`config.mk`:
```
export PLATFORM = sky130hd
export DESIGN_NAME = vbfm_fifo
export DESIGN_NICKNAME = d
export VERILOG_FILES = /design/src/rtl/core/vbfm_pkg.sv /design/src/rtl/core/vbfm_fifo.sv
export SDC_FILE = /design/constraint.sdc
export NUM_CORES = 1
export LEC_CHECK = 0
export BUFFER_PORTS_ARGS = -buffer_cell sky130_fd_sc_hd__buf_2
export CORE_UTILIZATION = 40
export CTS_CLUSTER_DIAMETER = 40
export CTS_CLUSTER_SIZE = 24
export DETAILED_ROUTE_END_ITERATION = 8
export GPL_TIMING_DRIVEN = 0
export REMOVE_ABC_BUFFERS = 1
export SLEW_MARGIN = 20
export SYNTH_ARGS = -nofsm -noshare
export SYNTH_HDL_FRONTEND = slang
export SYNTH_SLANG_ARGS = --single-unit
```
`constraint.sdc`:
```
create_clock -name clk -period 2.4 [get_ports clk]
set_input_delay 0.48 -clock clk [delete_from_list [all_inputs] [get_ports clk]]
set_output_delay 0.48 -clock clk [all_outputs]
set_load 0.01 [all_outputs]
```
`src/rtl/core/vbfm_pkg.sv`:
```
package vbfm_pkg;

  localparam int WORD_BITS     = 32;
  localparam int MAX_ROW_WORDS = 8;
  localparam int MAX_ROWS      = 64;
  localparam int MAX_PLANES    = 256;

  localparam int WX_W   = $clog2(MAX_ROW_WORDS);
  localparam int RY_W   = $clog2(MAX_ROWS);
  localparam int PZ_W   = $clog2(MAX_PLANES);
  localparam int PP_W   = PZ_W + 1;
  localparam int ADDR_W = 1 + RY_W + WX_W;
  localparam int MEM_DEPTH = 2 * MAX_ROWS * MAX_ROW_WORDS;

  localparam int CFG_IDX_W  = 2;
  localparam int CFG_DATA_W = 9;
  localparam int RW_REG_W   = 4;
  localparam int RP_REG_W   = 7;
  localparam int PC_REG_W   = 9;

  localparam int FIFO_DEPTH = 4;
  localparam int FIFO_PTR_W = $clog2(FIFO_DEPTH);

  localparam int OUT_BITS = WX_W + RY_W + PZ_W + 6 * WORD_BITS;
  localparam int OUT_DATA_W = ((OUT_BITS + 7) / 8) * 8;

  typedef enum logic [CFG_IDX_W-1:0] {
    CFG_ROW_WORDS  = 2'd0,
    CFG_ROWS       = 2'd1,
    CFG_PLANES     = 2'd2,
    CFG_UNUSED     = 2'd3
  } cfg_idx_t;

  typedef struct packed {
    logic emit;
    logic wr;
    logic has_left;
    logic has_right;
    logic has_up;
    logic has_down;
    logic has_zn;
    logic has_zp;
    logic vend;
  } cmd_flags_t;

  typedef struct packed {
    logic [WX_W-1:0]      w;
    logic [RY_W-1:0]      r;
    logic [PP_W-1:0]      p;
    logic [WORD_BITS-1:0] data;
    cmd_flags_t           flags;
  } cmd_t;

endpackage

```
`src/rtl/core/vbfm_fifo.sv`:
```
module vbfm_fifo (
  input  logic           clk,
  input  logic           rst_n,
  input  logic           push,
  input  vbfm_pkg::cmd_t push_cmd,
  input  logic           pop,
  output logic           full,
  output logic           not_empty,
  output vbfm_pkg::cmd_t head
);

  vbfm_pkg::cmd_t                  slot_r [vbfm_pkg::FIFO_DEPTH];
  logic [vbfm_pkg::FIFO_PTR_W-1:0] wp_r, rp_r;
  logic [vbfm_pkg::FIFO_PTR_W:0]   cnt_r;

  assign full      = (cnt_r == (vbfm_pkg::FIFO_PTR_W+1)'(vbfm_pkg::FIFO_DEPTH));
  assign not_empty = (cnt_r != '0);
  assign head      = slot_r[rp_r];

  always_ff @(posedge clk) begin
    if (push) begin
      slot_r[wp_r] <= push_cmd;
    end
  end

  always_ff @(posedge clk) begin
    if (!rst_n) begin
      wp_r  <= '0;
      rp_r  <= '0;
      cnt_r <= '0;
    end else begin
      if (push) wp_r <= wp_r + 1'b1;
      if (pop) rp_r <= rp_r + 1'b1;
      if (push && !pop) begin
        cnt_r <= cnt_r + 1'b1;
      end else if (pop && !push) begin
        cnt_r <= cnt_r - 1'b1;
      end
    end
  end

endmodule

```
==> results of run 1 <==
==> flip-flops by register name, summed over array words and instances, names as in the netlist, named ones only <==
signal / count
cnt_r: 3
rp_r: 2
slot_r: 236
wp_r: 2
==> power breakdown <==
group | internal (W) | switching [W] | total (W) | leakage (nW)
clock network | 0.00278 | 0.00165 | 0.00443 | 0.483
registers | 0.00491 | 0.0000645 | 0.00497 | 2.24
logic | 0.000566 | 0.000508 | 0.00107 | 1.16
total | 0.00825 | 0.00222 | 0.0105 | 3.88
==> worst min-delay path by stage <==
stage | startpoint | to | slack [ns] | cells after the start
final | push_cmd[46] | slot_r[2][46] | 0.16 | 1
after CTS | push_cmd[44] | slot_r[1][44] | 0.14 | 1
after detailed placement | cnt_r[2] | cnt_r[2] | 0.49 | 2
after global placement | cnt_r[2] | cnt_r[2] | 0.48 | 2
after floorplan | cnt_r[2] | cnt_r[2] | 0.47 | 2
after global routing | push_cmd[46] | slot_r[1][46] | 0.14 | 1
==> synth_stat cells, drive strengths merged <==
library cell,number,area share (%)
xnor2,2,0.20
inv,4,0.17
nor3b,1,0.084
dfxtp,9,2.0
mux4,59,15
clkbuf,4,0.17
ha,5,0.70
edfxtp,236,79
a21boi,1,0.084
or3,2,0.14
buf,10,1.1
and2,9,0.63
xor2,3,0.29
fa,1,0.22
nand2,1,0.042
o21ai,1,0.056
mux2i,2,0.22
nor2b,2,0.14
==> metal layers <==
layer | vias to the layer above | share of wire, % | global-route usage, %
met5 | - | 0.14 | 0
met4 | 4 | 2.1 | 4.21
met3 | 38 | 5.3 | 3.50
met2 | 109 | 50 | 23.0
met1 | 2137 | 42 | 18.2
li1 | 1825 | - | -
==> critical path: stages, from the launching register on <==
cell and delay, ns:
dfxtp_4 0.39, buf_12 0.13, clkbuf_16 0.17, mux4_2 0.53
buf_6 0.14
==> metrics by stage <==
step                      setup TNS (ns)  cell area (um^2)  hold slack [ns]  utilization, %
after floorplan                   -76.34              8860            0.467               -
after global placement           -438.66              9830            0.483            44.9
after detailed placement               0              9970            0.492            45.6
after CTS                        -0.0222             11100            0.140            50.6
after global routing              -0.480             11400            0.144            51.9
final                                  0             11400            0.162            51.9
==> cell families after synthesis <==
logic type / count (synthesis) / share of synthesized area, %
AND/OR/NAND/NOR: 15 / 1.03
XOR/XNOR: 5 / 0.488
AO/OA/AOI/OAI: 2 / 0.139
adder cells (fa/ha/maj): 6 / 0.920
buffers and inverters: 18 / 1.41
flip-flops: 245 / 81.0
multiplexers: 61 / 15.0
==> layout make-up <==
cell class	instances	area share, %
sequential	245	64.1
multi-input combinational	89	14.0
timing repair buffer	142	9.84
clock buffer	32	6.49
tap	280	3.09
clock inverter	20	2.36
inverter	4	0.132
==> timing repair <==
item                                   CTS  global route
hold buffers                             0             0
gates cloned                             1             4
setup buffers                            3             5
endpoints found under the hold margin    0             0
setup endpoints to repair               59            55
resized for setup                        8            23
==> cells in the final DEF (no fill, tap or decap), types with 2 or more instances in the layout <==
| master | n |
|---|---|
| xor2_1 | 3 |
| mux2i_1 | 2 |
| buf_12 | 8 |
| or3_1 | 2 |
| ha_1 | 5 |
| xnor2_1 | 2 |
| and2_4 | 4 |
| clkbuf_16 | 33 |
| buf_2 | 101 |
| clkinvlp_4 | 3 |
| dfxtp_1 | 7 |
| clkbuf_1 | 3 |
| clkinv_4 | 4 |
| buf_16 | 2 |
| mux4_2 | 59 |
| dfxtp_4 | 2 |
| bufinv_16 | 5 |
| and2_1 | 5 |
| edfxtp_1 | 236 |
| buf_6 | 23 |
| nor2b_1 | 2 |
| inv_1 | 4 |
| clkinv_2 | 4 |
| buf_4 | 3 |
==> impl_results.md, run 1 <==
* Clock transition at path regs at 0.06 ns
* DR vias at 4113
* Routed Antenna Nets at 0
* Worst-margin pin slew at between 0.5 and 0.6 ns
* Reg area at 0.00727 mm^2
* Vias in the first global route at 4288
* Synthesized flop and latch total at 245
* Maximum clock frequency at 0.423 GHz
* Status: finished clean
* Period utilisation layout at 98.6%
* Reg-to-Reg End: slot_r[2][40]
* Root buf cell: clkbuf_16
* Distinct cells, synth at 21
* Routed len/inst at approximately 20 um
* Post-route DRC at 0
* Filler cells at approximately 1700
* Detailed Routing Iterations Pass 1 at 4
* Max clock buf depth at 3
* RR Startpoint: wp_r[0]
* WL final at 16200 um
* Tot Pwr at 0.0105 W
* Final Critical Period at 2.37 ns
* Final Wtd Congestion at roughly 0.67
* Post-Syn Area at 0.00897 mm^2
* RSZ-0062 raised after global routing: true
* Min-delay worst type: primary input to register
* Post-place setup slack at 0.0347 ns
* Critical Path RT at roughly 1.9 ns
* I/O Buffers at 123
* Cell count after synthesis at ~350
* Critical path type: register to output pin
* First-pass GRT wire length at 23800 um
* Sink Count at 245
* # H-tree levels at 1
* Critical Path End Type: output pin
* Nets@finish at just under 600
* R2r setup slk at approximately 0.68 ns
* Initial antenna violation count at 2
* Seq/Total Area, Yosys at about four fifths
* Vias per cell at 5.07
* Final Max Tran Viols at 0
* Full die area at around 0.023 mm^2
* Antenna cell count at 0
* Max Cap Violations at 0
* Initial drt markers at 208
* Final-report hold violation count at 0
* Largest net degree at the start of global routing at 34
* Area of the core at 0.0219 mm^2
* Num CTS Buffers at 29
* Tot GR Track Use at 13.9%
* Worst Path Max Fanout at 8
* Multi-input logic area at between 0.0015 and 0.002 mm^2
* I/O pin cnt at about 120
* Warnings, synthesis at 0
* CP startpoint kind: register
* Starting Density at 41.0%
* Std-Cell Rows at 54
* Worst reg2reg path depth at 4
* Die Wd at ~150 um
* Max-slew headroom at 65.6%
* Leak Pwr at 3.88 nW
* Maximum vdd drop at 1.06 mV
* Clk_skew at ~0.019 ns
* Area grow syn2layout at 26.5%
* TritonCTS clock tree: done
* Final cell count without fillers at 812
* Setup WS post-layout at 0.0341 ns
* # setup viols final at 0
* Share of layout cells above drive strength 1 at 47.9%
* Ratio of total power to cell area at 923 mW/mm^2
* Placed cells at around 750
* Average cell area after synthesis at ~25 um^2
* DP HPWL at 8990 um
* Worst skew pair latency at 0.53 ns
* Die height at 152 um
* CP endpoint: head[30]
* Global route overflow at 0
* CP arrival at 1.89 ns
Power figures use the tool's default switching activity.
==> inputs of run 2 (changes only) <==
CORE_ASPECT_RATIO = 1.5   (was not set)
CORE_UTILIZATION = 51   (was 40)
PLACE_DENSITY = 0.75   (was not set)
==> impl_results.md, run 2 (same netlist as run 1, synthesis figures left out) <==
* Final cell count without fillers at 720 (was 812)
* Worst skew pair latency at 0.51 ns (was 0.53 ns)
* Final Critical Period at 2.31 ns (was 2.37 ns)
* Largest registers: slot_r x236, cnt_r x3 (unchanged)
* Starting Density at 51.9% (was 41.0%)
* Hold endpoint: slot_r[3][19] (was slot_r[2][46])
* Initial antenna violation count at 2 (unchanged)
* Largest net degree at the start of global routing at 47 (was 34)
* Area grow syn2layout at 18.9% (was 26.5%)
* DP HPWL at 9560 um (was 8990 um)
* Area of the core at 0.0173 mm^2 (was 0.0219 mm^2)
* Top reg by flops: slot_r (unchanged)
* Maximum vdd drop at 0.720 mV (was 1.06 mV)
* # setup viols final at 0 (unchanged)
* Share of layout cells above drive strength 1 at 45.8% (was 47.9%)
* Nets@finish at 562 (was 580)
* Critical path type: register to output pin (unchanged)
* Num CTS Buffers at 21 (was 29)
* RR Startpoint: wp_r[0] (unchanged)
* Fin Hold WS at 0.183 ns (was 0.162 ns)
* CP startpoint kind: register (unchanged)
* Initial drt markers at 186 (was 208)
* I/O Buffers at 123 (unchanged)
* Hold Startpoint: push_cmd[19] (was push_cmd[46])
* Critical Path RT at 1.92 ns (about the same)
* Final Wtd Congestion at 0.683 (was 0.669)
* Vias per cell at 5.59 (was 5.07)
* TritonCTS clock tree: done (unchanged)
* CP arrival at 1.83 ns (was 1.89 ns)
* Post-place setup slack at 0.267 ns (was 0.0347 ns)
* WL final at 15700 um (was 16200 um)
* Placed cells at 681 (was 747)
* Filler cells at 1252 (was 1720)
* Tot GR Track Use at 18.1% (was 13.9%)
* Most common cell after layout, fill and taps aside: edfxtp_1 (unchanged)
* Status: finished with violations (was finished clean)
* Clk_skew at 0.0123 ns (was 0.0191 ns)
* Fin area at 0.0107 mm^2 (was 0.0114 mm^2)
* Vias in the first global route at 4388 (was 4288)
* Maximum clock frequency at 0.432 GHz (was 0.423 GHz)
* Routed Antenna Nets at 0 (unchanged)
* Max clock buf depth at 3 (unchanged)
* Critical Path End Type: output pin (unchanged)
* Die height at 164 um (was 152 um)
* Violated checks: design-rule violations
* Routed len/inst at 21.8 um (was 20.0 um)
* Period utilisation layout at 96.4% (was 98.6%)
* Clock transition at path regs at 0.08 ns (was 0.06 ns)
* Post-Route Utilization at 61.8% (was 51.9%)
* Worst Path Max Fanout at 22 (was 8)
* First-pass GRT wire length at 23700 um (was 23800 um)
* Final-report hold violation count at 0 (unchanged)
* # H-tree levels at 1 (unchanged)
* Sink Count at 245 (unchanged)
* Post-route DRC at 3 (was 0)
* Min-delay worst type: primary input to register (unchanged)
* DR vias at 4022 (was 4113)
* Worst reg2reg path depth at 4 (unchanged)
* Reg-to-Reg End: slot_r[0][1] (was slot_r[2][40])
* Detailed Routing Iterations Pass 1 at 8 (was 4)
* Full die area at 0.0181 mm^2 (was 0.0230 mm^2)
* Worst-margin pin slew at 0.325 ns (was 0.516 ns)
* I/O pin cnt at 124 (unchanged)
* Leak Pwr at 3.62 nW (was 3.88 nW)
* Std-Cell Rows at 59 (was 54)
* Final Max Tran Viols at 0 (unchanged)
* R2r setup slk at 0.79 ns (was 0.68 ns)
* Die Wd at 110 um (was 152 um)
* Root buf cell: clkbuf_16 (unchanged)
* Max reg flops at 236 (unchanged)
* Hold depth at 1 (unchanged)
* Setup WS post-layout at 0.0859 ns (was 0.0341 ns)
* Max Cap Violations at 0 (unchanged)
* Commonest non-fill, non-tap cells in the layout: 236 x edfxtp_1, 123 x buf_2, 59 x mux4_2 (was 236 x edfxtp_1, 101 x buf_2, 59 x mux4_2)
* Max-slew headroom at 78.3% (was 65.6%)
* Global route overflow at 0 (unchanged)
* Ratio of total power to cell area at 871 mW/mm^2 (was 923 mW/mm^2)
* Post-cts resize count at 0 (was 8)
* RSZ-0062 raised after global routing: false (was true)
* Dpl cell area at 0.00994 mm^2 (was 0.00997 mm^2)
==> run 2: cell types whose count changed in the layout (fill, tap and decap cells not counted), moves of 3 or more <==
cell       before  now
buf_4           3    0
buf_2         101  123
buf_16          2    5
clkinv_4        4    0
inv_6           1    5
buf_6          23    1
clkbuf_16      33   21
buf_12          8    3
bufinv_16       5    0
clkinv_2        4    0
clkbuf_1        3    0
==> run 2: stage by stage <==
| step | setup TNS [ns] | power, W |
|---|---|---|
| finish | 0 | 0.00929 |
| global placement | -401.70 | 0.00596 |
| CTS | 0 | 0.00939 |
| detailed placement | 0 | 0.00601 |
| global route | 0 | 0.00963 |
| floorplan | -76.34 | 0.00559 |
==> run 2: power by group <==
part	total, W	internal (W)	switching [W]
combinational	0.000931	0.000454	0.000477
clock	0.00339	0.00173	0.00166
sequential	0.00497	0.00490	0.0000691
==> run 2: cell type report <==
type / instances / area (um^2) / share of cell area, %
inverter: 4 / 15.0 / 0.141
antenna: 1 / 2.50 / 0.0234
timing repair buffer: 132 / 825 / 7.73
clock inverter: 15 / 174 / 1.63
tap: 213 / 267 / 2.50
sequential: 245 / 7270 / 68.2
multi-input combinational: 89 / 1590 / 14.9
clock buffer: 21 / 526 / 4.92
==> run 2: worst max-delay path: stages, from the launching register on <==
cell     delay [ns]
dfxtp_4        0.40
buf_12         0.22
mux4_2         0.54
buf_2          0.16
==> run 2: routing by layer <==
metal  global-route usage, %  up-vias  wire length, um
li1                        -     1787                -
met1                    20.8     2090             5600
met2                    32.7      115             9000
met3                    3.39       28              732
met4                    7.24        2              384
met5                       0        -                8
==> run 2: worst max-delay path by stage <==
stage,from,cells past startpoint,to,slack (ns)
finish,register,3,head[33],0.09
global route,register,3,head[33],0.009
CTS,register,3,head[30],0.0008
detailed placement,register,3,head[37],0.27
global placement,register,2,head[38],-2.47
floorplan,register,1,head[0],-1.29
==> run 2: timing repair <==
action | in CTS | in global routing
hold buffers | 0 | 0
setup buffers | 1 | 1
hold endpoints to repair | 0 | 0
endpoints found under the setup margin | 45 | 38
==> inputs of run 3 (changes only) <==
ABC_AREA = 1   (was not set)
CELL_PAD_IN_SITES_DETAIL_PLACEMENT = 1   (was not set)
CELL_PAD_IN_SITES_GLOBAL_PLACEMENT = 1   (was not set)
CORE_UTILIZATION = 43   (was 51)
PLACE_DENSITY = not set   (was 0.75)
PLACE_DENSITY_LB_ADDON = 0.1   (was not set)
SLEW_MARGIN = not set   (was 20)
==> impl_results.md, run 3 <==
* Commonest non-fill, non-tap cells in the layout: 236 x edfxtp_1, 124 x nor2_1, 123 x buf_2 (was 236 x edfxtp_1, 123 x buf_2, 59 x mux4_2)
* Dpl cell area at 0.0100 mm^2 (was 0.00994 mm^2)
* Fin area at 0.0111 mm^2 (was 0.0107 mm^2)
* Sink Count at 245 (unchanged)
* DR vias at 5794 (was 4022)
* Critical path type: register to output pin (unchanged)
* Tot GR Track Use at 21.6% (was 18.1%)
* Slowest CP cell: dfxtp_4 (was mux4_2)
* Largest net degree at the start of global routing at 60 (was 47)
* Maximum clock frequency at 0.427 GHz (was 0.432 GHz)
* Top Family by Delay on Critical Path: buffers and inverters (was multiplexers)
* I/O Buffers at 123 (unchanged)
* Clk_skew at 0.0130 ns (was 0.0123 ns)
* CTS Hold Buffers Added at 0 (unchanged)
* Cell count after synthesis at 629 (was 352)
* CP arrival at 1.86 ns (was 1.83 ns)
* Ratio of total power to cell area at 866 mW/mm^2 (was 871 mW/mm^2)
* Synth top area share at 77.3% (was 79.0%)
* Max-slew headroom at 71.3% (was 78.3%)
* Final-report hold violation count at 0 (unchanged)
* Critical Path End Type: output pin (unchanged)
* Average cell area after synthesis at 14.6 um^2 (was 25.5 um^2)
* Root buf cell: clkbuf_16 (unchanged)
* Area of the core at 0.0210 mm^2 (was 0.0173 mm^2)
* Min-delay worst type: primary input to register (unchanged)
* Hold Startpoint: push_cmd[39] (was push_cmd[19])
* Critical Path RT at 1.92 ns (about the same)
* Final Wtd Congestion at 0.664 (was 0.683)
* EDFF count, synth at 236 (unchanged)
* Initial antenna violation count at 2 (unchanged)
* Register share of total power at 51.5% (was 53.5%)
* Max reg flops at 236 (unchanged)
* Synth cell count leaders: 236 x edfxtp_1, 124 x nor2_1, 118 x o21ai_0 (was 236 x edfxtp_1, 59 x mux4_2, 9 x and2_1, 9 x dfxtp_1, 5 x ha_1)
* Post-route DRC at 0 (was 3)
* Final Max Tran Viols at 0 (unchanged)
* WP buf/inv at 3 (was 2)
* Cells along the critical path: buf_16 > inv_16 > o21ai_0 > o22ai_1 > buf_2 (was buf_12 > mux4_2 > buf_2)
* # setup viols final at 0 (unchanged)
* WL final at 23700 um (was 15700 um)
* Tot Pwr at 0.00959 W (was 0.00929 W)
* Comb pwr share at 10.0% (about the same)
* Max clock buf depth at 3 (unchanged)
* Clock share of power at 38.6% (was 36.5%)
* Final Critical Period at 2.34 ns (was 2.31 ns)
* Count leader, synth: edfxtp_1 (unchanged)
* Distinct cells, synth at 21 (unchanged)
* Routed Antenna Nets at 0 (unchanged)
* Warnings, synthesis at 0 (unchanged)
* Routed len/inst at 22.8 um (was 21.8 um)
* Full die area at 0.0219 mm^2 (was 0.0181 mm^2)
* Multi-input logic area at 0.00161 mm^2 (was 0.00159 mm^2)
* First-pass GRT wire length at 35100 um (was 23700 um)
* Maximum vdd drop at 0.677 mV (was 0.720 mV)
* Fin Setup TNS at 0 ns (unchanged)
* Slowest stage delay, CP at 0.42 ns (was 0.54 ns)
* Period utilisation layout at 97.7% (was 96.4%)
* Reg area at 0.00727 mm^2 (unchanged)
* # H-tree levels at 1 (unchanged)
* Global route overflow at 0 (unchanged)
* Post-place setup slack at -0.413 ns (was 0.267 ns)
* Worst skew pair latency at 0.51 ns (about the same)
* Async S/R FF share, synth at 0% (unchanged)
* Die height at 181 um (was 164 um)
* Area grow syn2layout at 20.8% (was 18.9%)
* Max Cap Violations at 0 (unchanged)
* TritonCTS clock tree: done (unchanged)
* RR Startpoint: wp_r[0] (unchanged)
* Share of layout cells above drive strength 1 at 24.5% (was 45.8%)
* Clock transition at path regs at 0.07 ns (was 0.08 ns)
* Starting Density at 43.7% (was 51.9%)
* Setup WS post-layout at 0.0563 ns (was 0.0859 ns)
* Most common cell after layout, fill and taps aside: edfxtp_1 (unchanged)
* Post-Syn Area at 0.00917 mm^2 (was 0.00897 mm^2)
* Status: finished clean (was finished with violations)
* Top reg by flops: slot_r (unchanged)
* Switching pwr at 0.00241 W (was 0.00220 W)
* Vias in the first global route at 6329 (was 4388)
* Sw frac at 25.1% (was 23.7%)
* Worst Path Max Fanout at 59 (was 22)
* Vias per cell at 5.56 (was 5.59)
* Die Wd at 121 um (was 110 um)
* Ys flop type: edfxtp_1 (unchanged)
* Largest registers: slot_r x236, cnt_r x3 (unchanged)
* Std-Cell Rows at 65 (was 59)
* Initial drt markers at 316 (was 186)
* Synth top area cells: edfxtp_1 77%, o21ai_0 6.4%, nor2_1 5.1%, o22ai_1 4.0%, dfxtp_1 2.0% (was edfxtp_1 79%, mux4_2 15%, dfxtp_1 2.0%, ha_1 0.70%, and2_1 0.63%)
* Seq/Total Area, Yosys at 79.3% (was 81.0%)
* Pint at 0.00718 W (was 0.00709 W)
* Detailed Routing Iterations Pass 1 at 5 (was 8)
* DP HPWL at 12000 um (was 9560 um)
* CP startpoint kind: register (unchanged)
* Nets@finish at 826 (was 562)
* Worst-margin pin slew at 0.431 ns (was 0.325 ns)
* I/O pin cnt at 124 (unchanged)
* Biggest area consumer among synthesized cells: edfxtp_1 (unchanged)
* Leak Pwr at 3.92 nW (was 3.62 nW)
* Synthesized flop and latch total at 245 (unchanged)
* Filler cells at 2078 (was 1252)
* Num CTS Buffers at 23 (was 21)
==> run 3: path summary, 6_finish.rpt <==
kind,endpoint,slack (ns),depth (start not counted)
max,head[12],0.06,5
min,slot_r[3][39],0.17,1
max reg2reg,slot_r[0][25],0.73,5
min reg2reg,register,0.45,1
==> run 3: cell families (layout without fill, tap and decap cells) <==
kind of cell | Yosys count | in the layout | synth area share, %
DFF | 245 | 245 | 79.3
AOI/OAI and AO/OA | 187 | 187 | 11.0
and+or+nand+nor | 137 | 137 | 5.67
buffers and inverters | 54 | 199 | 3.13
adders and majority gates | 6 | 6 | 0.901
other | 0 | 1 | 0
==> run 3: layer usage <==
metal / vias up / GRT usage (%) / routed length (um)
li1: 2616 / - / -
met1: 3006 / 24.3 / 9150
met2: 139 / 40.8 / 13000
met3: 31 / 4.20 / 1220
met4: 2 / 6.12 / 382
met5: - / 0 / 13
==> run 3: area by class of cell <==
type	count	share of cell area (%)
timing repair inverter	2	0.294
clock buffer	23	5.20
timing repair buffer	138	8.33
sequential	245	65.7
tap	268	3.03
inverter	17	0.961
antenna	1	0.0226
clock inverter	19	1.87
multi-input combinational	330	14.6
==> run 3: per-stage QoR <==
step,utilization (%),instances,hold WS [ns]
CTS,52.3,1038,0.156
finish,52.7,1043,0.167
floorplan,-,592,0.412
global placement,47.2,983,0.425
detailed placement,47.9,989,0.426
global route,52.7,1042,0.160
==> run 3: repair_timing <==
| item | 4_1_cts | 5_1_grt |
|---|---|---|
| setup endpoints to repair | 59 | 38 |
| gates cloned | 3 | 2 |
| setup buffers | 4 | 2 |
| gates resized for setup | 12 | 4 |
==> run 3: power groups by stage <==
| stage | clock (W) | sequential (W) | combinational, W |
|---|---|---|---|
| 2_1_floorplan | 0 | 0.00505 | 0.000403 |
| 3_3_place_gp | 0 | 0.00509 | 0.000740 |
| 3_5_place_dp | 0 | 0.00505 | 0.000852 |
| 4_1_cts | 0.00375 | 0.00494 | 0.000941 |
| 5_1_grt | 0.00392 | 0.00495 | 0.00105 |
| 6_report | 0.00370 | 0.00493 | 0.000954 |
==> run 3: worst reg2reg max path, cell delays in order (launching register included) <==
cell and delay (ns):
dfxtp_1 0.33, inv_1 0.12, ha_1 0.16, nand2_1 0.08
inv_4 0.33, buf_12 0.31
