--- config.mk ---
export PLATFORM = sky130hd
export DESIGN_NAME = vbfm_front
export DESIGN_NICKNAME = d
export VERILOG_FILES = /design/src/rtl/core/vbfm_pkg.sv /design/src/rtl/core/vbfm_front.sv
export SDC_FILE = /design/constraint.sdc
export NUM_CORES = 1
export LEC_CHECK = 0
export ABC_CLOCK_PERIOD_IN_PS = 9600
export BUFFER_PORTS_ARGS = -buffer_cell sky130_fd_sc_hd__buf_2
export CORE_AREA = 2 2 97 99
export CTS_CLUSTER_DIAMETER = 40
export CTS_CLUSTER_SIZE = 10
export DETAILED_ROUTE_END_ITERATION = 6
export DIE_AREA = 0 0 99 101
export SETUP_SLACK_MARGIN = 0.2
export SKIP_CTS_REPAIR_TIMING = 1
export SLEW_MARGIN = 20
export SYNTH_ARGS = -nofsm -noshare
export SYNTH_HDL_FRONTEND = slang
export SYNTH_SLANG_ARGS = --single-unit
export TNS_END_PERCENT = 1
--- constraint.sdc ---
create_clock -name clk -period 9.6 [get_ports clk]
set_clock_uncertainty 0.15 [all_clocks]
set_input_delay 1.92 -clock clk [delete_from_list [all_inputs] [get_ports clk]]
set_output_delay 1.92 -clock clk [all_outputs]
set_load 0.01 [all_outputs]
--- src/rtl/core/vbfm_pkg.sv ---
package vbfm_pkg;

  localparam int WORD_BITS     = 32;
  localparam int MAX_ROW_WORDS = 8;
  localparam int MAX_ROWS      = 64;
  localparam int MAX_PLANES    = 256;

  localparam int WX_W   = $clog2(MAX_ROW_WORDS);
  localparam int RY_W   = $clog2(MAX_ROWS);
  localparam int PZ_W   = $clog2(MAX_PLANES);
  localparam int PP_W   = PZ_W + 1;
  localparam int ADDR_W = 1 + RY_W + WX_W;
  localparam int MEM_DEPTH = 2 * MAX_ROWS * MAX_ROW_WORDS;

  localparam int CFG_IDX_W  = 2;
  localparam int CFG_DATA_W = 9;
  localparam int RW_REG_W   = 4;
  localparam int RP_REG_W   = 7;
  localparam int PC_REG_W   = 9;

  localparam int FIFO_DEPTH = 4;
  localparam int FIFO_PTR_W = $clog2(FIFO_DEPTH);

  localparam int OUT_BITS = WX_W + RY_W + PZ_W + 6 * WORD_BITS;
  localparam int OUT_DATA_W = ((OUT_BITS + 7) / 8) * 8;

  typedef enum logic [CFG_IDX_W-1:0] {
    CFG_ROW_WORDS  = 2'd0,
    CFG_ROWS       = 2'd1,
    CFG_PLANES     = 2'd2,
    CFG_UNUSED     = 2'd3
  } cfg_idx_t;

  typedef struct packed {
    logic emit;
    logic wr;
    logic has_left;
    logic has_right;
    logic has_up;
    logic has_down;
    logic has_zn;
    logic has_zp;
    logic vend;
  } cmd_flags_t;

  typedef struct packed {
    logic [WX_W-1:0]      w;
    logic [RY_W-1:0]      r;
    logic [PP_W-1:0]      p;
    logic [WORD_BITS-1:0] data;
    cmd_flags_t           flags;
  } cmd_t;

endpackage

--- src/rtl/core/vbfm_front.sv ---
module vbfm_front (
  input  logic                          clk,
  input  logic                          rst_n,
  input  logic                          cfg_we,
  input  logic [vbfm_pkg::CFG_IDX_W-1:0]  cfg_index,
  input  logic [vbfm_pkg::CFG_DATA_W-1:0] cfg_wdata,
  input  logic                          in_valid,
  input  logic [vbfm_pkg::WORD_BITS-1:0] in_data,
  input  logic                          q_full,
  output logic                          in_ready,
  output logic                          q_push,
  output vbfm_pkg::cmd_t                q_cmd
);

  logic [vbfm_pkg::RW_REG_W-1:0] row_words_r;
  logic [vbfm_pkg::RP_REG_W-1:0] rows_r;
  logic [vbfm_pkg::PC_REG_W-1:0] planes_r;
  logic [vbfm_pkg::WX_W-1:0]     w_r, w_nxt, w_cur;
  logic [vbfm_pkg::RY_W-1:0]     r_r, r_nxt, r_cur;
  logic [vbfm_pkg::PP_W-1:0]     p_r, p_nxt, p_cur;
  logic                          w_last, r_last;
  logic [vbfm_pkg::RW_REG_W-1:0] w_inc;
  logic [vbfm_pkg::RP_REG_W-1:0] r_inc;
  vbfm_pkg::cfg_idx_t            idx;

  function automatic logic [vbfm_pkg::CFG_DATA_W-1:0] clamp_val(
    input logic [vbfm_pkg::CFG_DATA_W-1:0] v,
    input logic [vbfm_pkg::CFG_DATA_W-1:0] hi
  );
    logic [vbfm_pkg::CFG_DATA_W-1:0] res;
    if (v == '0) begin
      res = vbfm_pkg::CFG_DATA_W'(1);
    end else if (v > hi) begin
      res = hi;
    end else begin
      res = v;
    end
    return res;
  endfunction

  assign idx      = vbfm_pkg::cfg_idx_t'(cfg_index);
  assign in_ready = !q_full;
  assign q_push   = in_valid && !q_full;

  // out-of-range position restarts the volume
  always_comb begin
    w_cur = w_r;
    r_cur = r_r;
    p_cur = p_r;
    if ({1'b0, w_r} >= row_words_r || {1'b0, r_r} >= rows_r || p_r > planes_r) begin
      w_cur = '0;
      r_cur = '0;
      p_cur = '0;
    end
  end

  assign w_inc  = {1'b0, w_cur} + vbfm_pkg::RW_REG_W'(1);
  assign r_inc  = {1'b0, r_cur} + vbfm_pkg::RP_REG_W'(1);
  assign w_last = (w_inc == row_words_r);
  assign r_last = (r_inc == rows_r);

  always_comb begin
    q_cmd.w    = w_cur;
    q_cmd.r    = r_cur;
    q_cmd.p    = p_cur;
    q_cmd.data = in_data;
    q_cmd.flags.emit      = (p_cur != '0);
    q_cmd.flags.wr        = (p_cur < planes_r);
    q_cmd.flags.has_left  = (w_cur != '0);
    q_cmd.flags.has_right = !w_last;
    q_cmd.flags.has_up    = (r_cur != '0);
    q_cmd.flags.has_down  = !r_last;
    q_cmd.flags.has_zn    = (p_cur >= vbfm_pkg::PP_W'(2));
    q_cmd.flags.has_zp    = (p_cur < planes_r);
    q_cmd.flags.vend      = (p_cur == planes_r) && r_last && w_last;
  end

  always_comb begin
    w_nxt = w_inc[vbfm_pkg::WX_W-1:0];
    r_nxt = r_cur;
    p_nxt = p_cur;
    if (w_last) begin
      w_nxt = '0;
      r_nxt = r_inc[vbfm_pkg::RY_W-1:0];
      if (r_last) begin
        r_nxt = '0;
        p_nxt = (p_cur == planes_r) ? '0 : p_cur + vbfm_pkg::PP_W'(1);
      end
    end
  end

  always_ff @(posedge clk) begin
    if (!rst_n) begin
      row_words_r <= vbfm_pkg::RW_REG_W'(8);
      rows_r      <= vbfm_pkg::RP_REG_W'(64);
      planes_r    <= vbfm_pkg::PC_REG_W'(64);
      w_r <= '0;
      r_r <= '0;
      p_r <= '0;
    end else if (cfg_we && idx != vbfm_pkg::CFG_UNUSED) begin
      case (idx)
        vbfm_pkg::CFG_ROW_WORDS: row_words_r <= vbfm_pkg::RW_REG_W'(clamp_val(
          {5'd0, cfg_wdata[3:0]}, vbfm_pkg::CFG_DATA_W'(vbfm_pkg::MAX_ROW_WORDS)));
        vbfm_pkg::CFG_ROWS: rows_r <= vbfm_pkg::RP_REG_W'(clamp_val(
          {2'd0, cfg_wdata[6:0]}, vbfm_pkg::CFG_DATA_W'(vbfm_pkg::MAX_ROWS)));
        vbfm_pkg::CFG_PLANES: planes_r <= vbfm_pkg::PC_REG_W'(clamp_val(
          cfg_wdata, vbfm_pkg::CFG_DATA_W'(vbfm_pkg::MAX_PLANES)));
        default: ;
      endcase
      w_r <= '0;
      r_r <= '0;
      p_r <= '0;
    end else if (q_push) begin
      w_r <= w_nxt;
      r_r <= r_nxt;
      p_r <= p_nxt;
    end
  end

endmodule

==> flow_metrics.tcl, run 1 <==
set metrics [dict create \
    grt.total_usage_pct 18.6 \
    worst_slew_pin_slew_ns 0.789 \
    fill_cells 942 \
    die_w_um 99 \
    outcome "completed" \
    die_h_um 101 \
    netlist.area_leader.share_pct 21.8 \
    ioPinCount 109 \
    postPlaceCellArea_um2 3490 \
    final-seq-area_um2 761 \
    ys_warn_count 0 \
    tns_ns 0 \
    ys_seq_elements 38 \
    period_needed_ns 6.83 \
    arrival_ns 4.76 \
    first_pass_iters 5 \
    synth_ff_type "dfxtp_1" \
    core-area_um2 8980 \
    synthTopCellsByArea "dfxtp_1 (22%), ha_1 (12%), buf_4 (8.0%)" \
    dp_hpwl_um 6940 \
    yosys.area.top_type "dfxtp_1" \
    powerDensity_nw_per_um2 105 \
    rsz0062_at_grt "no" \
    rr_worst_depth 18 \
    grt_max_degree 35 \
    clock.fmax_mhz 146 \
    period_share_pct 71.2 \
    synth_cell_types 55 \
    place.gp.congestion 0.887 \
    routedWlPerCell_um 16.2 \
    synth_area_per_cell_um2 7.67 \
    drc 0 \
    htreeDepth 2 \
    finalWirelength_um 9100 \
    holdPathEnd "planes_r[6]" \
    vias_per_cell 5.68 \
    finalHoldViolCount 0 \
    dieArea_um2 10000 \
    antenna_left 0 \
    grt_overflow_total 0 \
    via_count 3186 \
    drt_first_iter_violations 149 \
    start_kind "register" \
    root_buffer "clkbuf_8" \
    ys_seq_area_share_pct 21.8 \
    path_clk_slew_ns 0.08 \
    cap_violations 0 \
    hold_path.class "register to register" \
    final_cell_area_um2 3630 \
    antenna_cells 0 \
    relSlewSlack_pct 47.3 \
    fin_nets 531 \
    clk_path_buf_depth 2 \
    leakage_nw 1.56 \
    critPathMaxFanout 16 \
    crit_type "register to output port" \
    timing.rr.end "p_r[4]" \
    min_from "planes_r[6]" \
    syn_to_final_growth_pct 3.94 \
    drv_slew 0 \
    first_global_vias 3076 \
    cts_sinks 38 \
    reg2reg_from "planes_r[7]" \
    num_rows 35 \
    setup_viol 0 \
    grt_first_pass_wirelength_um 15300 \
    synthArstFlopShare_pct 0 \
    reg2reg_setup_slack_ns 4.59 \
    synth_enable_flop_cells 0 \
    synth_nets 537 \
    start_util_pct 38.9 \
    end_kind "output port" \
    place.port_buffers 44 \
    cts_tree "done" \
    cts-buffers-inserted 5 \
    syn_area_um2 3490 \
    clk_latency_ns 0.29 \
    worstPathRequired_ns 7.53 \
    antenna_found_initial 0 \
    synthCells 455 \
    drive_gt1_share_pct 15.3 \
    peakVddDrop_mv 0.0624 \
    multi_input_comb_area_um2 2230 \
    hold_depth 2 \
]
## stage by stage
step	total power, mW	utilization, %	hold slack [ns]	instances	worst slack [ns]
6_report	0.382	40.4	0.354	561	2.77
3_3_place_gp	0.217	38.9	0.323	553	3.20
3_5_place_dp	0.218	38.9	0.333	553	3.10
2_1_floorplan	0.216	-	0.304	455	3.22
5_1_grt	0.396	40.4	0.392	561	2.24
4_1_cts	0.383	40.4	0.353	561	2.75
## worst max-delay path, stage by stage (launching register included)
cell and delay (ns):
dfxtp_1 0.34, inv_1 0.06, ha_1 0.30, a21o_1 0.19, a21oi_2 0.16, or4b_4 0.51
a211oi_4 0.40, nand2_1 0.13, inv_1 0.13, ha_1 0.37, nand3_1 0.22, xor2_1 0.24
nor2_1 0.06, nor3_1 0.13, o211ai_1 0.13, a21oi_2 0.56, inv_2 0.29, buf_2 0.22
## cell usage in the layout (no fill, tap or decap), types with 4 or more instances in the layout
master	n
a211oi_1	9
a21oi_1	26
a22oi_1	7
a31oi_1	4
and2_1	17
and3_1	9
buf_2	44
clkbuf_8	5
dfxtp_1	38
ha_1	34
inv_1	32
mux2i_1	7
nand2_1	36
nand3_1	17
nand3b_1	8
nand4_1	10
nor2_1	22
nor2b_1	17
nor3_1	10
nor3b_1	11
nor4_1	5
o2111ai_1	5
o21a_1	5
o21ai_0	9
o31ai_1	4
xnor2_1	7
xor2_1	4
## area by class of cell
class                   instances  area share, %
clock buffers                   5           1.90
inverters                      34           3.52
multi-input cells             324           61.4
flip-flops and latches         38           21.0
clock inverters                 3           1.90
repair buffers                 46           6.49
well taps                     111           3.83
## flip-flops by register name, summed over array words and instances (netlist names)
register,cells
row_words_r,4
r_r,6
w_r,3
rows_r,7
planes_r,9
p_r,9
## synth_stat cells (all sizes together) (11+ instances only)
master / n
a21oi: 29
nor2b: 17
nand3: 17
ha: 34
and2: 17
nor2: 22
nor3b: 11
inv: 34
o21ai: 12
buf: 44
dfxtp: 38
clkbuf: 15
nand2: 38
## worst max path at each step
stage	start	to	depth (start not counted)
floorplan	planes_r[7]	q_cmd[7]	21
global placement	planes_r[7]	q_cmd[3]	17
detailed placement	planes_r[7]	q_cmd[3]	17
CTS	planes_r[7]	q_cmd[3]	17
global route	planes_r[7]	q_cmd[3]	17
finish	planes_r[7]	q_cmd[3]	17
## power breakdown
part | internal, mW | switching, mW
logic | 0.0191 | 0.0326
clock network | 0.104 | 0.0634
registers | 0.160 | 0.00284
total | 0.283 | 0.0988
## logic make-up after synthesis
group | Yosys count | share of synthesized area (%)
AO/OA/AOI/OAI | 98 | 19.6
XOR/XNOR | 11 | 2.76
adder cells (fa/ha/maj) | 34 | 12.2
buffers and inverters | 93 | 14.4
flip-flops | 38 | 21.8
multiplexers | 7 | 2.01
AND/OR/NAND/NOR | 174 | 27.2
## routing by layer
| layer | track usage, % | vias up | wire length (um) |
|---|---|---|---|
| met4 | 4.95 | 0 | 121 |
| met1 | 25.8 | 1513 | 4230 |
| li1 | - | 1573 | - |
| met5 | 0 | - | 0 |
| met3 | 3.33 | 14 | 538 |
| met2 | 29.9 | 86 | 4210 |
No activity file was read; power rests on OpenSTA's default activity.
==> inputs of run 2 (changes only) <==
ABC_AREA = 1   (was not set)
ABC_CLOCK_PERIOD_IN_PS = 5600   (was 9600)
CORE_AREA = 2 2 96 98   (was 2 2 97 99)
DIE_AREA = 0 0 98 100   (was 0 0 99 101)
PLACE_DENSITY = 0.67   (was not set)
clock period = 5.6 ns   (was 9.6 ns; I/O delays follow)
==> run 2 against run 1 <==
  * Sequential share of layout area is 0.24 points higher
  * Sequential power is 74% higher
  * Critical path depth is 4 higher
  * Setup slack got worse by 2.1 ns
  * Clock power grew 19%
  * Cell area is 1.1% lower
  * Cell count grew 13%
  * Via count is 1.8% higher
  * Global-route usage down 0.30 points
  * Utilization down 0.066 points
  * Synthesized cell count up 14%
  * Total power rose by 59%
  * Critical path type unchanged
  * Highest routed layer unchanged
==> flow_metrics.tcl, run 2 <==
set metrics [dict create \
    detailedPlace.worstSlack_ns 0.931 \
    pwr-share-seq_pct 46.5 \
    fin_hold_ws_ns 0.320 \
    clock.fmax_mhz 201 \
    netlist_top_cells_count "nand2_1 (127), inv_1 (68), a21oi_1 (39)" \
    synth_enable_flop_cells 0 \
    htreeDepth 2 \
    dieArea_um2 9800 \
    synth_nets 599 \
    first_pass_iters 4 \
    drt-met1-wl_um 3820 \
    tns_ns 0 \
    grt_first_pass_wirelength_um 14800 \
    drive_gt1_share_pct 15.8 \
    power.share.switching_pct 31.7 \
    synth_area_per_cell_um2 6.64 \
    grt_max_degree 20 \
    syn_to_final_growth_pct 4.48 \
    antenna_left 0 \
    path_clk_slew_ns 0.07 \
    relSlewSlack_pct 53.9 \
    combPwrFrac_pct 20.6 \
    synthTopCellsByArea "dfxtp_1 (22%), nand2_1 (14%), ha_1 (12%)" \
    power_frac_clock_pct 32.8 \
    setup_viol 0 \
    synthArstFlopShare_pct 0 \
    end_kind "output port" \
    drv_slew 0 \
    period_share_pct 88.9 \
    worst_slew_pin_slew_ns 0.690 \
    rsz0062_at_grt "no" \
    period_needed_ns 4.98 \
    dr_wl_met3_um 466 \
    dp_hpwl_um 7040 \
    highest_layer "met4" \
    leakage_nw 1.76 \
    p_total_mw 0.609 \
    synth_ff_type "dfxtp_1" \
    root_buffer "clkbuf_8" \
    powerDensity_nw_per_um2 170 \
    outcome "completed" \
    clk_path_buf_depth 2 \
    routedWlPerCell_um 13.8 \
    worstPathRequired_ns 4.33 \
    ys_warn_count 0 \
    dr_wl_met2_um 4400 \
    grt_overflow_total 0 \
    antenna_found_initial 0 \
    final_common_cell "nand2_1" \
    num_rows 35 \
    fin_nets 606 \
    ys_seq_elements 38 \
    arrival_ns 3.71 \
    place.port_buffers 44 \
    cap_violations 0 \
    finalHoldViolCount 0 \
    critPathMaxFanout 16 \
    hold_path.class "register to register" \
    finalWorstSetupSlack_ns 0.622 \
    start_util_pct 38.6 \
    net-switching-power_mw 0.193 \
    core-area_um2 8890 \
    via_count 3244 \
    final_cell_mix "nand2_1 (127), inv_1 (68), buf_2 (44), a21oi_1 (39), dfxtp_1 (38)" \
    reg.largest.list "p_r: 9 flops, planes_r: 9 flops, rows_r: 7 flops" \
    vias_per_cell 5.10 \
    cts_tree "done" \
    drc 0 \
    antenna_cells 0 \
    die_w_um 98 \
    cts-buffers-inserted 5 \
    syn_area_um2 3430 \
    finalWirelength_um 8800 \
    drt_first_iter_violations 147 \
    crit_type "register to output port" \
    peakVddDrop_mv 0.0865 \
    netlist.area_leader.share_pct 22.2 \
    grt.total_usage_pct 18.3 \
    synthCells 517 \
    yosys.area.top_type "dfxtp_1" \
    clk_latency_ns 0.29 \
    synth.most_common_cell "nand2_1" \
    power.internal_mw 0.416 \
    place.gp.congestion 0.948 \
    start_kind "register" \
    synth_cell_types 38 \
    first_global_vias 3180 \
    die_h_um 100 \
    ioPinCount 109 \
    ys_seq_area_share_pct 22.2 \
    cts_sinks 38 \
]
## run 2: cell count changes after synthesis, sizes merged, moves of 11 or more
cell	previous run	this run
a21oi	29	43
inv	34	73
nor2	22	45
nor3b	11	0
nor2b	17	0
and2	17	0
nand4	10	23
nand2	38	132
nand3	17	40
## run 2: routing by layer
layer,GRT usage (%),up-vias
li1,-,1676
met1,22.4,1467
met2,33.1,91
met3,2.99,10
met4,5.24,0
met5,0,-
## run 2: stage by stage
step	area [um^2]	util, %	cells
after floorplan	3430	-	517
after global placement	3490	39.3	628
after detailed placement	3490	39.3	628
after CTS	3590	40.3	636
after global routing	3590	40.3	636
final	3590	40.3	636
## run 2: worst paths after layout
path,startpoint,to,slack [ns],depth (start not counted)
worst max-delay path,rows_r[4],q_cmd[0],0.62,21
worst min-delay path,w_r[0],w_r[0],0.32,2
worst max register to register,planes_r[6],p_r[2],1.73,19
worst min register to register,w_r[0],w_r[0],0.32,2
## run 2: power by group through the flow
stage / Combinational (mW) / Clock (mW) / Sequential (mW)
2_1_floorplan: 0.117 / 0 / 0.287
3_3_place_gp: 0.123 / 0 / 0.289
3_5_place_dp: 0.126 / 0 / 0.290
4_1_cts: 0.126 / 0.207 / 0.283
5_1_grt: 0.141 / 0.220 / 0.284
6_report: 0.126 / 0.200 / 0.283
## run 2: cells by family after synthesis
| family | Yosys count | synth area share, % |
|---|---|---|
| AOI/OAI and AO/OA | 72 | 12.2 |
| and+or+nand+nor | 249 | 34.7 |
| xor gates and xnor gates | 5 | 1.28 |
| buffers and inverters | 119 | 17.2 |
| DFF | 38 | 22.2 |
| adders and majority gates | 34 | 12.4 |
## run 2: final cells by class
cell class | instances | area [um^2]
clock buffer | 6 | 82.6
clock inverter | 2 | 12.5
fill | 949 | 5300
inverter | 74 | 283
multi-input combinational | 360 | 2080
sequential | 38 | 761
tap | 111 | 139
timing repair buffer | 45 | 228
## run 2: critical path: stages (launching register included)
cell and delay, ns:
dfxtp_1 0.37, inv_1 0.10, ha_1 0.34, nand2_1 0.08, nand2_1 0.06, a21boi_2 0.13
nand3_2 0.14, nor2_8 0.16, nand2_8 0.14, inv_6 0.13, nand2_1 0.08, inv_1 0.10
ha_1 0.26, inv_1 0.08, nor2_1 0.10, nand3_1 0.11, nand3_1 0.13, nand3_2 0.10
nor2_4 0.35, nand3_2 0.18, nor2_1 0.14, buf_2 0.15
==> inputs of run 3 (changes only) <==
GPL_TIMING_DRIVEN = 0   (was not set)
==> run 3 against run 2 <==
  * Sequential share of layout area decreased by 2.5 points
  * Critical path depth decreased by 2
  * Non-clock buffer count increased by 76
  * Critical endpoint is now q_cmd[7]
  * Largest power group unchanged
==> flow_metrics.tcl, run 3 (synthesis gave the netlist of run 2 again) <==
set metrics [dict create \
    critPathMaxFanout 10 \
    crit_path_frequent_cell "a21oi_1" \
    routedWlPerCell_um 13.2 \
    drive_gt1_share_pct 25.0 \
    place.gp.congestion 0.896 \
    outcome "completed" \
    fin_nets 682 \
    cts_tree "done" \
    dp_hpwl_um 7640 \
    cts-buffers-inserted 5 \
    powerDensity_nw_per_um2 167 \
    period_share_pct 88.2 \
    fill_cells 949 \
    path_cells "inv_1 -> ha_1 -> a21oi_1 -> nand2_1 -> nand2_1 -> nand3_2 -> nor2_8 -> nand2_8 -> nor2_1 -> ha_1 -> a21oi_1 -> o21ai_0 -> nand3_1 -> a21oi_1 -> a211oi_1 -> nor2_1 -> a211oi_1 -> buf_4 -> buf_2" \
    hold_path.class "register to register" \
    final_cell_mix "nand2_1 (127), buf_2 (79), inv_1 (68), a21oi_1 (39), dfxtp_1 (38)" \
    grt.total_usage_pct 19.1 \
    finalWorstSetupSlack_ns 0.660 \
    start_kind "register" \
    period_needed_ns 4.94 \
    vias_per_cell 5.05 \
    die_h_um 100 \
    antenna_cells 0 \
    root_buffer "clkbuf_8" \
    cap_violations 0 \
    antenna_found_initial 0 \
    dieArea_um2 9800 \
    relSlewSlack_pct 62.9 \
    crit_type "register to output port" \
    final_common_cell "nand2_1" \
    setup_viol 0 \
    core-area_um2 8890 \
    worstPathRequired_ns 4.33 \
    die_w_um 98 \
    multi_input_comb_area_um2 2080 \
    place.port_buffers 76 \
    cpLargestDelayFamily "simple AND/OR/NAND/NOR gates" \
    grt_overflow_total 0 \
    htreeDepth 2 \
    drc 0 \
    detailedPlace.worstSlack_ns 1.01 \
    end_kind "output port" \
    first_global_vias 3352 \
    syn_to_final_growth_pct 18.2 \
    final-seq-area_um2 761 \
    finalWirelength_um 9420 \
    critPathBufInv 3 \
    reg.largest.list "p_r: 9 flops, planes_r: 9 flops, rows_r: 7 flops" \
    path_clk_slew_ns 0.07 \
    ioPinCount 109 \
    grt_first_pass_wirelength_um 15500 \
    worst_slew_pin_slew_ns 0.554 \
    leakage_nw 2.08 \
    arrival_ns 3.67 \
    rsz0062_at_grt "no" \
    cp_slowest_stage_delay_ns 0.46 \
    clock.fmax_mhz 202 \
    num_rows 35 \
    cts_sinks 38 \
    antenna_left 0 \
    crit_slowest_cell "nor2_1" \
    finalHoldViolCount 0 \
    via_count 3594 \
    grt_max_degree 12 \
    drv_slew 0 \
    tns_ns 0 \
    peakVddDrop_mv 0.0929 \
    start_util_pct 38.6 \
    drt_first_iter_violations 99 \
    first_pass_iters 4 \
    clk_latency_ns 0.29 \
    clk_path_buf_depth 2 \
]
run 3: changes by cell type in the layout (fill, tap and decap cells not counted), sizes merged:
| cell | previous run | this run |
|---|---|---|
| clkbuf | 6 | 13 |
| buf | 45 | 115 |
| clkinv | 2 | 1 |
| clkinvlp | 1 | 0 |
| bufinv | 0 | 1 |
run 3: path summary, 6_finish.rpt:
kind | cells after the start | from | slack, ns | end
worst min register to register | 2 | planes_r[4] | 0.32 | planes_r[4]
worst max-delay path | 19 | rows_r[2] | 0.66 | q_cmd[7]
worst max register to register | 20 | planes_r[7] | 1.69 | p_r[2]
worst min-delay path | 2 | planes_r[4] | 0.32 | planes_r[4]
run 3: final cells by class:
cell class                 count  share of cell area (%)
inverter                      74                    6.97
clock buffer                   7                    1.88
multi-input combinational    360                    51.3
clock inverter                 1                   0.740
tap                          111                    3.42
sequential                    38                    18.7
buffer                        45                    7.59
timing repair buffer          76                    9.37
run 3: worst register-to-register path, stage by stage (launching register included):
cell	delay, ns
dfxtp_1	0.35
inv_1	0.07
ha_1	0.27
nand2_1	0.06
nor2_1	0.20
nand3_1	0.11
nand3_1	0.11
nand2_2	0.14
nand2_8	0.21
inv_6	0.08
nand2_1	0.16
inv_1	0.13
ha_1	0.30
nand2_1	0.07
or4_1	0.49
buf_1	0.25
a21boi_0	0.19
o21ai_0	0.11
nand4_1	0.16
nand3_1	0.12
a21oi_1	0.06
run 3: metal layers:
layer,global-route usage [%],share of wire [%],up-vias
met5,0,0,-
met4,8.55,2.6,0
met3,2.86,5.8,20
met2,32.9,50,113
met1,23.6,42,1641
li1,-,-,1820
run 3: power by group:
group | switching, mW | leakage, nW | internal (mW)
Sequential | 0.00564 | 0.308 | 0.277
Combinational | 0.102 | 1.71 | 0.0641
Clock | 0.0947 | 0.0524 | 0.133
run 3: per-stage QoR:
stage	instance area (um^2)	total power, mW	utilization, %	hold slack (ns)	instances
floorplan	3430	0.404	-	0.295	517
global placement	3950	0.451	44.4	0.306	704
detailed placement	3950	0.454	44.4	0.310	704
CTS	4060	0.684	45.6	0.321	712
global route	4060	0.713	45.6	0.347	712
finish	4060	0.676	45.6	0.320	712
